### src/sv/lsoc_pkg.sv
// Shared types and constants for the lidar scan obstacle classifier.
// No dependencies.
package lsoc_pkg;

  localparam int MAX_SAMPLES = 4096;
  localparam int IDX_W       = 12;
  localparam int RANGE_W     = 16;
  localparam int CFG_IDX_W   = 3;
  localparam int CFG_DATA_W  = 16;

  localparam logic [IDX_W-1:0] LAST_INDEX = IDX_W'(MAX_SAMPLES - 1);

  typedef enum logic [CFG_IDX_W-1:0] {
    REG_AVOID_DIST    = 3'd0,
    REG_CRITICAL_DIST = 3'd1,
    REG_RANGE_MIN     = 3'd2,
    REG_RANGE_MAX     = 3'd3,
    REG_AHEAD_CENTER  = 3'd4,
    REG_AHEAD_HALF    = 3'd5
  } cfg_reg_t;

  typedef struct packed {
    logic [RANGE_W-1:0] range_mm;
    logic               scan_end;
  } in_item_t;

  typedef struct packed {
    logic               all_clear;
    logic               ahead_clear;
    logic [RANGE_W-1:0] danger_mm;
    logic [IDX_W-1:0]   first_obstacle_index;
    logic [IDX_W-1:0]   last_obstacle_index;
  } out_item_t;

  typedef struct packed {
    logic [RANGE_W-1:0] avoid_dist_mm;
    logic [RANGE_W-1:0] critical_dist_mm;
    logic [RANGE_W-1:0] range_min_mm;
    logic [RANGE_W-1:0] range_max_mm;
    logic [IDX_W-1:0]   ahead_center_index;
    logic [IDX_W-1:0]   ahead_half_width;
  } cfg_t;

endpackage

### src/sv/lsoc_cfg.sv
// Configuration register file for the classifier.
// Depends on lsoc_pkg.
module lsoc_cfg import lsoc_pkg::*; (
  input  logic                  clk,
  input  logic                  rst,
  input  logic                  wr_en,
  input  logic [CFG_IDX_W-1:0]  wr_index,
  input  logic [CFG_DATA_W-1:0] wr_data,
  output cfg_t                  cfg
);

  always_ff @(posedge clk) begin
    if (rst) begin
      cfg.avoid_dist_mm      <= RANGE_W'(2000);
      cfg.critical_dist_mm   <= RANGE_W'(1000);
      cfg.range_min_mm       <= '0;
      cfg.range_max_mm       <= '1;
      cfg.ahead_center_index <= '0;
      cfg.ahead_half_width   <= '0;
    end else if (wr_en) begin
      case (wr_index)
        REG_AVOID_DIST:    cfg.avoid_dist_mm      <= wr_data[RANGE_W-1:0];
        REG_CRITICAL_DIST: cfg.critical_dist_mm   <= wr_data[RANGE_W-1:0];
        REG_RANGE_MIN:     cfg.range_min_mm       <= wr_data[RANGE_W-1:0];
        REG_RANGE_MAX:     cfg.range_max_mm       <= wr_data[RANGE_W-1:0];
        REG_AHEAD_CENTER:  cfg.ahead_center_index <= wr_data[IDX_W-1:0];
        REG_AHEAD_HALF:    cfg.ahead_half_width   <= wr_data[IDX_W-1:0];
        default: ;
      endcase
    end
  end

endmodule

### src/sv/lsoc_accum.sv
// Per-scan running summary: sample classification, state update and result build.
// Depends on lsoc_pkg.
module lsoc_accum import lsoc_pkg::*; (
  input  logic      clk,
  input  logic      rst,
  input  cfg_t      cfg,
  input  logic      take,
  input  in_item_t  item,
  output logic      emit,
  output out_item_t result
);

  logic [IDX_W-1:0]   sample_index, sample_index_next;
  logic               seen_obstacle, seen_obstacle_next;
  logic               seen_ahead_obstacle, seen_ahead_obstacle_next;
  logic               seen_danger, seen_danger_next;
  logic [RANGE_W-1:0] danger_value, danger_value_next;
  logic [IDX_W-1:0]   first_index, first_index_next;
  logic [IDX_W-1:0]   last_index, last_index_next;

  logic               valid_smp, is_obst, is_danger, in_window;
  logic [IDX_W:0]     lo_sum, hi_sum;

  always_comb begin
    valid_smp = (cfg.range_min_mm < item.range_mm) && (item.range_mm < cfg.range_max_mm);
    is_obst   = valid_smp && (item.range_mm < cfg.avoid_dist_mm);
    is_danger = valid_smp && (item.range_mm < cfg.critical_dist_mm);
    // center - half <= idx <= center + half, without underflow
    lo_sum    = {1'b0, sample_index} + {1'b0, cfg.ahead_half_width};
    hi_sum    = {1'b0, cfg.ahead_center_index} + {1'b0, cfg.ahead_half_width};
    in_window = (lo_sum >= {1'b0, cfg.ahead_center_index}) &&
                ({1'b0, sample_index} <= hi_sum);

    seen_obstacle_next       = seen_obstacle || is_obst;
    seen_ahead_obstacle_next = seen_ahead_obstacle || (is_obst && in_window);
    first_index_next         = (is_obst && !seen_obstacle) ? sample_index : first_index;
    last_index_next          = is_obst ? sample_index : last_index;
    seen_danger_next         = seen_danger || is_danger;
    danger_value_next        = (is_danger && !seen_danger) ?
                               cfg.critical_dist_mm - item.range_mm : danger_value;
    sample_index_next        = (sample_index < LAST_INDEX) ?
                               sample_index + IDX_W'(1) : sample_index;

    emit                         = take && item.scan_end;
    result.all_clear             = !seen_obstacle_next;
    result.ahead_clear           = !seen_ahead_obstacle_next;
    result.danger_mm             = seen_danger_next ? danger_value_next : '0;
    result.first_obstacle_index  = seen_obstacle_next ? first_index_next : '0;
    result.last_obstacle_index   = seen_obstacle_next ? last_index_next : sample_index;
  end

  always_ff @(posedge clk) begin
    if (rst || emit) begin
      sample_index        <= '0;
      seen_obstacle       <= 1'b0;
      seen_ahead_obstacle <= 1'b0;
      seen_danger         <= 1'b0;
      danger_value        <= '0;
      first_index         <= '0;
      last_index          <= '0;
    end else if (take) begin
      sample_index        <= sample_index_next;
      seen_obstacle       <= seen_obstacle_next;
      seen_ahead_obstacle <= seen_ahead_obstacle_next;
      seen_danger         <= seen_danger_next;
      danger_value        <= danger_value_next;
      first_index         <= first_index_next;
      last_index          <= last_index_next;
    end
  end

endmodule

### src/sv/lidar_scan_obstacle_classifier.sv
// Top level of the lidar scan obstacle classifier: config, accumulator, result register.
// Depends on lsoc_pkg, lsoc_cfg and lsoc_accum.
//
// Takes one range sample per clock cycle while in_ready is high; a sample is
// folded into the scan summary in the cycle it is transferred. The sample flagged
// scan_end yields one summary result, presented from the output register in the
// next cycle, and the summary restarts for the next scan. in_ready is low only while a
// result sits in the output register and out_ready is low. Sample indexes
// saturate at 4095. Configuration writes take effect on the next cycle.
module lidar_scan_obstacle_classifier import lsoc_pkg::*; (
  input  logic                  clk,
  input  logic                  rst,
  input  logic                  in_valid,
  output logic                  in_ready,
  input  in_item_t              in_data,
  output logic                  out_valid,
  input  logic                  out_ready,
  output out_item_t             out_data,
  input  logic                  cfg_wr_en,
  input  logic [CFG_IDX_W-1:0]  cfg_index,
  input  logic [CFG_DATA_W-1:0] cfg_wdata
);

  cfg_t      cfg;
  logic      take, emit;
  out_item_t result;

  assign in_ready = !out_valid || out_ready;
  assign take     = in_valid && in_ready;

  lsoc_cfg u_cfg (
    .clk      (clk),
    .rst      (rst),
    .wr_en    (cfg_wr_en),
    .wr_index (cfg_index),
    .wr_data  (cfg_wdata),
    .cfg      (cfg)
  );

  lsoc_accum u_accum (
    .clk    (clk),
    .rst    (rst),
    .cfg    (cfg),
    .take   (take),
    .item   (in_data),
    .emit   (emit),
    .result (result)
  );

  always_ff @(posedge clk) begin
    if (rst) begin
      out_valid <= 1'b0;
    end else if (emit) begin
      out_valid <= 1'b1;
    end else if (out_ready) begin
      out_valid <= 1'b0;
    end
  end

  always_ff @(posedge clk) begin
    if (emit) begin
      out_data <= result;
    end
  end

  a_end_gives_result: assert property (@(posedge clk) disable iff (rst)
    take && in_data.scan_end |=> out_valid)
    else $error("scan end transfer did not produce a result");

  a_ready_when_empty: assert property (@(posedge clk) disable iff (rst)
    !out_valid |-> in_ready)
    else $error("input stalled with empty output register");

  a_clear_first_zero: assert property (@(posedge clk) disable iff (rst)
    out_valid && out_data.all_clear |-> out_data.first_obstacle_index == '0)
    else $error("clear scan reports a first obstacle index");

  a_clear_ahead: assert property (@(posedge clk) disable iff (rst)
    out_valid && out_data.all_clear |-> out_data.ahead_clear)
    else $error("clear scan reports an obstacle ahead");

endmodule

### config.mk
export PLATFORM = sky130hd
export DESIGN_NAME = lidar_scan_obstacle_classifier
export DESIGN_NICKNAME = d
export VERILOG_FILES = /design/src/sv/lsoc_pkg.sv /design/src/sv/lsoc_cfg.sv /design/src/sv/lsoc_accum.sv /design/src/sv/lidar_scan_obstacle_classifier.sv
export SDC_FILE = /design/constraint.sdc
export NUM_CORES = 1
export LEC_CHECK = 0
export ABC_CLOCK_PERIOD_IN_PS = 9050
export BUFFER_PORTS_ARGS = -buffer_cell sky130_fd_sc_hd__buf_2
export CORE_UTILIZATION = 42
export CTS_BUF_LIST = sky130_fd_sc_hd__clkbuf_4
export DETAILED_ROUTE_END_ITERATION = 10
export GPL_ROUTABILITY_DRIVEN = 0
export SETUP_SLACK_MARGIN = 0.4
export SYNTH_ARGS = -nofsm -noshare
export SYNTH_HDL_FRONTEND = slang
export SYNTH_SLANG_ARGS = --single-unit
### constraint.sdc
create_clock -name clk -period 9.05 [get_ports clk]
set_clock_uncertainty 0.05 [all_clocks]
set_input_delay 0.905 -clock clk [delete_from_list [all_inputs] [get_ports clk]]
set_output_delay 0.905 -clock clk [all_outputs]
set_load 0.03 [all_outputs]
==> After elaboration in Yosys (flattened, before gate mapping) <==
Cells that the tools add are included.
{ "op_classes": {"n_addsub": 4, "magnitude_cmp": 7, "n_eq_ne": 5, "mux": 6, "reduce_logical": 28} }
{ "ops": {"columns": ["op", "n"], "rows": [
  ["less-than comparator 16 bit", 4],
  ["two-way mux 12 bit", 3],
  ["adder 12 x 12 -> 13 bit", 2],
  ["two-way mux 16 bit", 1],
  ["subtractor 16 bit", 1],
  ["AND reduction 2 bit", 7],
  [">= comparator 13 x 12 -> 1 bit", 1],
  ["<= comparator 12 x 13 -> 1 bit", 1],
  ["adder 12 x 1 -> 12 bit, second input constant", 1],
  ["less-than comparator 12 bit, second input constant", 1],
  ["logical AND 1 bit", 9],
  ["== test 3 x 2 -> 1 bit, second input constant", 2],
  ["== test 3 bit, second input constant", 2],
  ["logical NOT 1 bit", 5],
  ["logical OR 1 bit", 5],
  ["== test 3 x 1 -> 1 bit, second input constant", 1],
  ["logical NOT 3 bit", 1],
  ["two-way mux 1 bit", 2],
  ["nonzero test 2 bit", 1]
]} }
{ "word_totals": {"regBits": 186, "input_bits": 41} }

==> Logic depth before layout (Yosys ltp) <==
Gate-level depths: netlist of the first run.
{ "logic_depth": {"ltp_word": 6, "mapped_depth": 17, "depth_no_buf": 17} }

==> Cells and area by module <==
From an unflattened synthesis of the first run, not the netlist that was laid out.
{ "hier_totals": {"hier_cells": 1149, "hier_area_um2": 10921.7} }
{ "by_module_without_submodules": {"columns": ["module", "n_inst", "cells_each", "area_per_inst_um2", "seq_area_each_um2"], "rows": [
  ["lsoc_accum", 1, 770, 6089.6, 1101.1],
  ["lsoc_cfg", 1, 332, 3515.9, 1761.7],
  ["lidar_scan_obstacle_classifier", 1, 47, 1316.3, 1281.2]
]} }

==> Worst setup path after synthesis of the first run <==
Ideal clock, no wire load.
{ "synth_path": {"path_type": "input-to-reg", "start": "in in_data[16] in the netlist's numbering", "end": "reg out_data[10] in the netlist's numbering, data pin", "setup_ps": 260, "arrival_time_ps": 3080, "required_time_ps": 8740, "setup_slack_ps": 5660, "cell_stages": 9, "n_path_buf": 1, "path_cell_list": "ha_1 > and4_1 > nand2_1 > or4_1 > nand4_2 > nor2_1 > a21boi_0 > buf_2 > mux2_2"} }
{ "synth_rtl": {"columns": ["item", "line_no", "rtl"], "rows": [
  ["from (decl)", "lidar_scan_obstacle_classifier.sv:15", "input in_item_t in_data,"],
  ["to (signal assigned)", "lidar_scan_obstacle_classifier.sv:62", "out_data <= result;"],
  ["to (decl)", "lidar_scan_obstacle_classifier.sv:18", "output out_item_t out_data,"]
]} }

==> results of run 1 <==
-- cell families (layout without fill, tap and decap cells) --
logic type               count (synthesis)  count (layout)  share of synthesized area, %
buffers and inverters                  133             202                          5.05
multiplexers                            42              42                          4.11
XOR/XNOR                                43              43                          3.55
AND/OR/NAND/NOR                        477             477                          20.4
flip-flops                             186             186                          39.1
other                                    0               1                             0
adder cells (fa/ha/maj)                113             113                          13.6
AO/OA/AOI/OAI                          248             248                          14.2
-- power by group --
group	switching [W]	total, W	internal [W]
Clock	0.000371	0.000513	0.000142
Sequential	0.0000128	0.000882	0.000869
Combinational	0.000147	0.000228	0.0000808
-- worst register-to-register path, delay by kind of cell (launching register included) --
kind	cells	cell delay, ps
xor gates and xnor gates	1	150
DFF	1	540
AOI/OAI and AO/OA	10	2200
adders and majority gates	2	560
and+or+nand+nor	2	260
-- cell type report --
cell class	count	area share, %
Multi-Input combinational cell	923	51.1
Sequential cell	186	35.8
Timing Repair Buffer	91	4.09
Tap cell	324	3.50
Inverter	79	2.56
Clock inverter	15	1.78
Clock buffer	17	1.10
Antenna cell	1	0.0216
-- cells in the final DEF, fill, tap and decap left out, types with 4 or more instances in the layout --
cell type,instances
o21ai_0,48
xnor2_1,25
o21a_1,5
nand3b_1,23
or2_2,5
and2_1,5
nand3_1,33
or3_1,4
o31ai_1,16
inv_1,79
and3_1,4
nor2_1,53
buf_4,7
buf_2,84
xor2_1,18
nor2b_1,12
nand2b_1,19
a211oi_1,8
a211o_1,7
mux2i_1,30
a31oi_1,11
mux2_2,12
dfxtp_1,144
ha_1,110
a21oi_1,109
nor3_1,23
edfxtp_1,42
o211ai_1,6
clkinv_8,6
clkbuf_4,17
a21o_1,12
nand4_1,14
nand2_1,268
-- routing by layer --
layer	vias up	wire length, µm	global-route usage, %
met5	-	0	0
met4	0	157	4.59
met3	9	1080	2.92
met2	165	10700	30.1
met1	3978	13600	31.2
li1	4419	-	-
-- metrics by stage --
| step | hold slack [ps] | util, % | power [W] | instances | cell area, µm² |
|---|---|---|---|---|---|
| finish | 420 | 47.2 | 0.00162 | 1636 | 11600 |
| global route | 434 | 47.2 | 0.00170 | 1636 | 11600 |
| CTS | 420 | 47.2 | 0.00164 | 1635 | 11600 |
| detailed placement | 386 | 45.8 | 0.00113 | 1603 | 11200 |
| global placement | 372 | 45.8 | 0.00113 | 1603 | 11200 |
| floorplan | 361 | - | 0.00106 | 1242 | 10600 |
-- sequential cells by signal (all words and copies together), names as in the netlist --
register and cells:
u_accum.seen_ahead_obstacle 1, out_data 42, u_accum.sample_index 12, u_accum.danger_value 16
u_accum.seen_obstacle 1, u_cfg.cfg 88, out_valid 1, u_accum.last_index 12
u_accum.seen_danger 1, u_accum.first_index 12
-- final timing paths --
| check | startpoint | end | cells past startpoint |
|---|---|---|---|
| setup / recovery | u_accum.sample_index[1] | out_data[40] | 15 |
| setup reg to reg | u_accum.sample_index[1] | out_data[40] | 15 |
| hold / removal | u_cfg.cfg[84] | u_cfg.cfg[84] | 2 |
| hold reg to reg | u_cfg.cfg[84] | u_cfg.cfg[84] | 2 |
==> metrics, run 1 <==
Worst slew margin 20.9%; setup ws final 5170 ps; grt ovf 0; post-route setup TNS 0 ps; Top delay family on crit path compound AO/OA/AOI/OAI gates; FMAX 257 MHz; crit-path cells ha_1, a21o_1, a21oi_1, o21a_1, nor3_1, a41oi_1, nor2b_1, xnor2_1, ha_1, a21oi_1, o21ai_0, a221o_1, a211o_1, o211ai_1, o21ba_2; peak supply drop 0.0000690 V; root buffer cell clkbuf_4; Initial Utilization about 43%; CP Buf/Inv Count 0; critical path launch point type flip-flop; cts bufs inserted 17; Max stage delay on crit path 540 ps; antenna violations before repair 1; DP Worst Slack 4720 ps; post-CTS setup buffer count 0; Die Span X roughly 160 µm; synthesized netlist cell count between 1000 and 1500; Synth Net Count 1396; H-tree depth 4; # resized after CTS 0; Power Density 140 nW/µm²; clock buffer depth 2; fill count 2421; core area about 25000 µm²; Remaining DRCs 0; drt initial violations just over 500; Worst setup EP type flip-flop; Post-synth ARST share 0%; Seq/Total Area, Yosys 39.1%; Crit path arrival time 4300 ps; All-Layer GR Usage 20.5%; Worst-path clk slew 190 ps; Hold WC Path Type reg -> reg; area of the multi-input gates 5920 µm²; Post-DP HPWL 18.9 mm; Routed Antenna Nets 0; Cell Area, Synth 10600 µm²; CP Class reg -> reg; IO Pins 85; leakage between 4 and 5 nW; share of cells above drive strength 1 11.3%; Die H 161 µm; Critical Path RT 9460 ps; fraction of synthesized cell area taken by the top area cell type 27.2%; RSZ-0062 raised after global routing no; register area ~4100 µm²; vias in the first global route 8055; Detailed Routing Iterations Pass 1 5; post-synth cell types 59; Post-synth EDFFs 42; die area 25900 µm²; most common cell in the netlist nand2_1; hold violation count in the final report 0; Crit Path Max Fanout 8; first-pass GRT wire length 41.9 mm; dominant synthesized flop cell dfxtp_1; clk_lat worst skew 590 ps; Std-Cell Rows 57; Final Cycle Share 42.9%; max cap viols 0; Worst Max-Slew Pin Slew 1180 ps; ranking of synthesized cells by area dfxtp_1 27%, ha_1 13%, edfxtp_1 12%; hold buffers post-CTS 0; port buffer count 84; leading area contributor after synthesis dfxtp_1; Sink Count 186; vias per cell approximately 5.2; fin nets 1452; Area Growth Syn to Fin 9.23%; Synth Area per Inst 8.53 µm²; status finished, final reports clean; CTS tree built; commonest cells in the synthesized netlist 268 x nand2_1, 144 x dfxtp_1, 110 x ha_1, 109 x a21oi_1, 79 x inv_1; #FFs+latches synth 186; largest net degree at the start of global routing 92; DR WL/cell between 15 and 20 µm; setup violators final 0; Critical-path top delay cell dfxtp_1; Slew Limit Fails 0; final WL 25.5 mm; via count 8571; reg-to-reg slack, setup around 5200 ps; Ys Warns 0; post-layout min period 3880 ps
No activity file was read; power rests on OpenSTA's default activity.
==> inputs of run 2 (changes only) <==
- ABC_CLOCK_PERIOD_IN_PS: 9050 -> 3600
- clock period: 9.05 -> 3.6 ns (I/O delays scaled with it)
==> run 2 against run 1 <==
  * Routed wire length up 2.5%
  * Clock-buffer cell count is the same
  * Via count is 1.7% higher
  * Clock power up 130%
==> metrics, run 2 (same netlist as run 1, synthesis figures left out) <==
crit-path cells ha_1, a21o_1, a21oi_2, o21a_1, nor3_2, a41oi_2, nor2b_4, xnor2_1, ha_1, a21oi_1, o21ai_1, a221o_1, a211o_1, o211ai_1, o21ba_2; Hold WC Path Type in -> reg; antenna violations before repair 1; Crit path arrival time approximately 3800 ps; largest net degree at the start of global routing 89; setup violators final 0; H-tree depth 4; All-Layer GR Usage 20.4%; clk_lat worst skew 600 ps; vias per cell about 5.2; clock buffer depth 2; root buffer cell clkbuf_4; fill count 2403; CP dominant cell by count ha_1; die area roughly 26000 µm²; CP Class reg -> reg; Worst Max-Slew Pin Slew 943 ps; leakage 5.09 nW; Core Util, Final 48.6%; status finished, final reports clean; IO Pins 85; register area 4160 µm²; core area roughly 25000 µm²; DR WL/cell 15.7 µm; Detailed Routing Iterations Pass 1 5; drt initial violations 491; most frequent cells in the layout 268 x nand2_1, 138 x dfxtp_1, 107 x ha_1; CP Buf/Inv Count 0; setup ws final 236 ps; cts bufs inserted 17; DP Worst Slack 88.7 ps; Std-Cell Rows 57; via count 8716; peak supply drop 0.000202 V; commonest non-fill, non-tap cell in the layout nand2_1; area of the multi-input gates 6030 µm²; CTS tree built; critical path launch point type flip-flop; port buffer count 84; Max stage delay on crit path 390 ps; fin nets 1486; vias in the first global route between 7000 and 8000; first-pass GRT wire length 41.7 mm; post-layout min period 3360 ps; Worst setup EP type flip-flop; max FFs per register between 80 and 90; Final Cycle Share 93.4%; Sink Count 186; max cap viols 0; Largest Register u_cfg.cfg; Area Growth Syn to Fin 12.5%; Crit Path Max Fanout 3; final WL 26.2 mm; hold violation count in the final report 0; Die H approximately 160 µm; Power Density 336 nW/µm²; Top delay family on crit path compound AO/OA/AOI/OAI gates; post-route setup TNS 0 ps; Critical Path RT 4020 ps; RSZ-0062 raised after global routing yes; share of cells above drive strength 1 15.0%; Critical-path top delay cell dfxtp_4; grt ovf 0; Die Span X 161 µm; Initial Utilization approximately 43%; Largest regs u_cfg.cfg: 88 flops, out_data: 42 flops, u_accum.danger_value: 16 flops; Routed Antenna Nets 0; Post-DP HPWL about 19 mm; Remaining DRCs 0; Slew Limit Fails 0; FMAX 297 MHz; Worst slew margin 37.2%; Worst-path clk slew 180 ps
## run 2: cell types whose count changed in the layout (fill, tap and decap cells not counted), sizes merged
cell,delta
buf,+27
clkinv,-2
clkinvlp,+2
dlygate4sd3,+7
## run 2: stage by stage
stage / std cells / cell area, µm² / hold slack [ps] / power [W]
2_1_floorplan: 1242 / 10600 / 361 / 0.00266
3_3_place_gp: 1621 / 11400 / 374 / 0.00284
3_5_place_dp: 1621 / 11400 / 387 / 0.00284
4_1_cts: 1664 / 11800 / 1.79 / 0.00403
5_1_grt: 1670 / 11900 / 3.90 / 0.00419
6_report: 1670 / 11900 / 38.2 / 0.00400
## run 2: cell type report
cell class                      instances  area share [%]
Antenna cell                            1          0.0210
Clock inverter                         15            1.28
Inverter                               79            2.49
Multi-Input combinational cell        923            50.6
Timing Repair Buffer                  125            6.28
Sequential cell                       186            34.9
Tap cell                              324            3.40
Clock buffer                           17            1.07
## run 2: power by group
part	switching (W)	total, W	internal (W)
Sequential	0.0000234	0.00221	0.00218
Clock	0.000875	0.00119	0.000317
Combinational	0.000386	0.000606	0.000219
## run 2: path summary, 6_finish.rpt
path	start	end	slack, ps	cells after the start
setup / recovery	u_accum.sample_index[1]	out_data[40]	240	15
hold / removal	cfg_wdata[4]	u_cfg.cfg[16]	40	3
setup reg to reg	u_accum.sample_index[1]	out_data[40]	240	15
hold reg to reg	u_accum.last_index[11]	u_accum.last_index[11]	420	2
## run 2: worst reg2reg max path, cell delays in order, from the launching register on
cell and delay (ps):
dfxtp_4 390, ha_1 260, a21o_1 140, a21oi_2 70, o21a_1 180, nor3_2 230
a41oi_2 140, nor2b_4 150, xnor2_1 130, ha_1 300, a21oi_1 140, o21ai_1 80
a221o_1 360, a211o_1 270, o211ai_1 210, o21ba_2 150
## run 2: layer usage
| metal | wire (µm) | track usage (%) | share of wire (%) |
|---|---|---|---|
| met1 | 13900 | 30.8 | 53 |
| met2 | 10900 | 30.5 | 42 |
| met4 | 161 | 3.60 | 0.62 |
| met5 | 0 | 0 | 0 |
| met3 | 1160 | 3.36 | 4.4 |
## run 2: what timing repair did
action	CTS	global route
pin swaps	17	25
hold endpoints to repair	17	2
hold buffers	5	2
endpoints found under the setup margin	2	3
gates resized for setup	17	16
cloned	0	0
setup buffers	6	3
==> inputs of run 3 (changes only) <==
- SYNTH_HIERARCHICAL: not set -> 1
==> run 3 against run 2 <==
  * Global-route usage shrank 1.1 points
  * Sequential share of layout area is 1.0 points lower
  * Critical path type unchanged
  * First-iteration DRC count grew 1.6%
  * Register-to-register slack better by 20 ps
==> metrics, run 3 <==
share of cells above drive strength 1 between 10% and 20%; fill count 2423; most frequent cells in the layout 139 x dfxtp_1, 118 x mux2i_1, 109 x ha_1; IO Pins 85; leakage 5.46 nW; Worst slew margin 34.2%; crit-path cells ha_4, inv_2, fa_2, nor2b_1, o21ai_1, a21boi_1, o21ai_2, a211oi_2, o21ai_1, nand2b_1, xnor2_1, ha_1, a21o_1, a21oi_2, nand3_1, o211ai_1, a41oi_1, nor2_1, a21oi_1; dominant synthesized flop cell dfxtp_1; Slew Limit Fails 0; CP Class reg -> reg; M1 wire length 13.2 mm; largest net degree at the start of global routing 118; max FFs per register 88; DR WL/cell approximately 15 µm; commonest cells in the synthesized netlist 144 x dfxtp_1, 118 x mux2i_1, 110 x ha_1, 98 x nand2_1, 86 x nand2b_1; clk_lat worst skew just under 600 ps; leading area contributor after synthesis dfxtp_1; commonest non-fill, non-tap cell in the layout dfxtp_1; Core Util, Final 48.5%; Post-synth EDFFs 42; drt initial violations around 500; DR top layer met4; Crit path arrival time 3650 ps; clock buffer depth 2; core area 25300 µm²; CP dominant cell by count o21ai_1; met3 routed WL 874 µm; Largest Register u_cfg/cfg; DP Worst Slack 141 ps; Detailed Routing Iterations Pass 1 5; Cell Area, Synth between 10000 and 15000 µm²; H-tree depth 4; Largest regs u_cfg/cfg: 88 flops, out_data: 42 flops, u_accum/danger_value: 16 flops; Hold WS 53.7 ps; CP Buf/Inv Count 1; Max stage delay on crit path around 390 ps; Die H 163 µm; synthesized netlist cell count 1149; Worst-path clk slew 180 ps; Critical Path RT 3910 ps; vias in the first global route 7656; Sink Count 186; cts bufs inserted 17; fraction of synthesized cell area taken by the top area cell type a little over a quarter; Power Density 322 nW/µm²; first-pass GRT wire length between 40 and 50 mm; Post-DP HPWL 18.5 mm; Post-synth ARST share 0%; Top delay family on crit path compound AO/OA/AOI/OAI gates; Std-Cell Rows between 50 and 60; post-route setup TNS 0 ps; max cap viols 0; peak supply drop 0.000234 V; RSZ-0062 raised after global routing yes; Synth Area per Inst 9.51 µm²; Hold WC Path Type in -> reg; Worst Max-Slew Pin Slew 982 ps; critical path launch point type flip-flop; Worst setup EP type flip-flop; root buffer cell clkbuf_4; All-Layer GR Usage 19.2%; post-layout min period between 3000 and 4000 ps; #FFs+latches synth roughly 190; vias per cell 5.09; Final Cycle Share 92.9%; post-synth cell types 70; fin nets 1403; Seq/Total Area, Yosys ~38%; Area Growth Syn to Fin 12.5%; Routed Antenna Nets 0; grt ovf 0; area of the multi-input gates 6290 µm²; setup ws final approximately 250 ps; antenna violations before repair 1; most common cell in the netlist dfxtp_1; met2 wire len 10.3 mm; ranking of synthesized cells by area dfxtp_1 26%, ha_1 13%, edfxtp_1 12%; CTS tree built; hold violation count in the final report 0; Synth Net Count about 1300; FMAX between 200 and 300 MHz; status finished, final reports clean; setup violators final 0; Initial Utilization 43.1%; Die Span X ~160 µm; Ys Warns 6; Critical-path top delay cell dfxtp_2; die area 26700 µm²; final WL 24.6 mm; Crit Path Max Fanout 2; via count around 8100; Remaining DRCs 0; register area 4160 µm²; port buffer count between 80 and 90
## run 3: cells by family after synthesis
kind of cell               share of synthesized area (%)
buffers and inverters                               5.05
adders and majority gates                           13.2
AOI/OAI and AO/OA                                   10.2
muxes                                               12.4
DFF                                                 37.9
xor gates and xnor gates                            3.37
and+or+nand+nor                                     17.9
## run 3: what timing repair did
action,in CTS,in global routing
gates resized for setup,11,5
setup buffers,15,1
endpoints found under the hold margin,13,0
pin swaps,16,1
endpoints found under the setup margin,4,23
hold buffers,13,0
## run 3: report_power, final
group	switching (W)	leakage, nW	internal [W]	total [W]
clock network	0.000838	0.148	0.000315	0.00115
registers	0.0000243	1.57	0.00218	0.00220
logic	0.000362	3.74	0.000238	0.000600
total	0.00122	5.46	0.00273	0.00396
## run 3: routing by layer
metal / GRT usage, % / up-vias
met5: 0 / -
met4: 3.95 / 0
met1: 28.9 / 3747
li1: - / 4203
met2: 28.8 / 151
met3: 2.97 / 12
## run 3: final cells by class
type,instances,share of cell area [%]
Antenna cell,1,0.0204
Clock buffer,17,1.04
Clock inverter,15,1.24
Inverter,79,2.41
Multi-Input combinational cell,831,51.2
Sequential cell,186,33.8
Tap cell,330,3.36
Timing Repair Buffer,134,6.85
## run 3: final timing paths
check / from / to / slack, ps / cells past startpoint
setup / recovery: u_cfg/cfg[12] / out_data[40] / 250 / 19
hold / removal: rst / out_valid / 50 / 2
setup reg to reg: u_cfg/cfg[12] / out_data[40] / 250 / 19
hold reg to reg: u_accum/danger_value[9] / u_accum/danger_value[9] / 410 / 2
## run 3: metrics by stage
step / total power [W] / cell area (µm²) / std cells
after floorplan: 0.00266 / 10900 / 1149
after global placement: 0.00282 / 11700 / 1531
after detailed placement: 0.00283 / 11700 / 1531
after CTS: 0.00401 / 12300 / 1591
after global routing: 0.00415 / 12300 / 1593
final: 0.00396 / 12300 / 1593
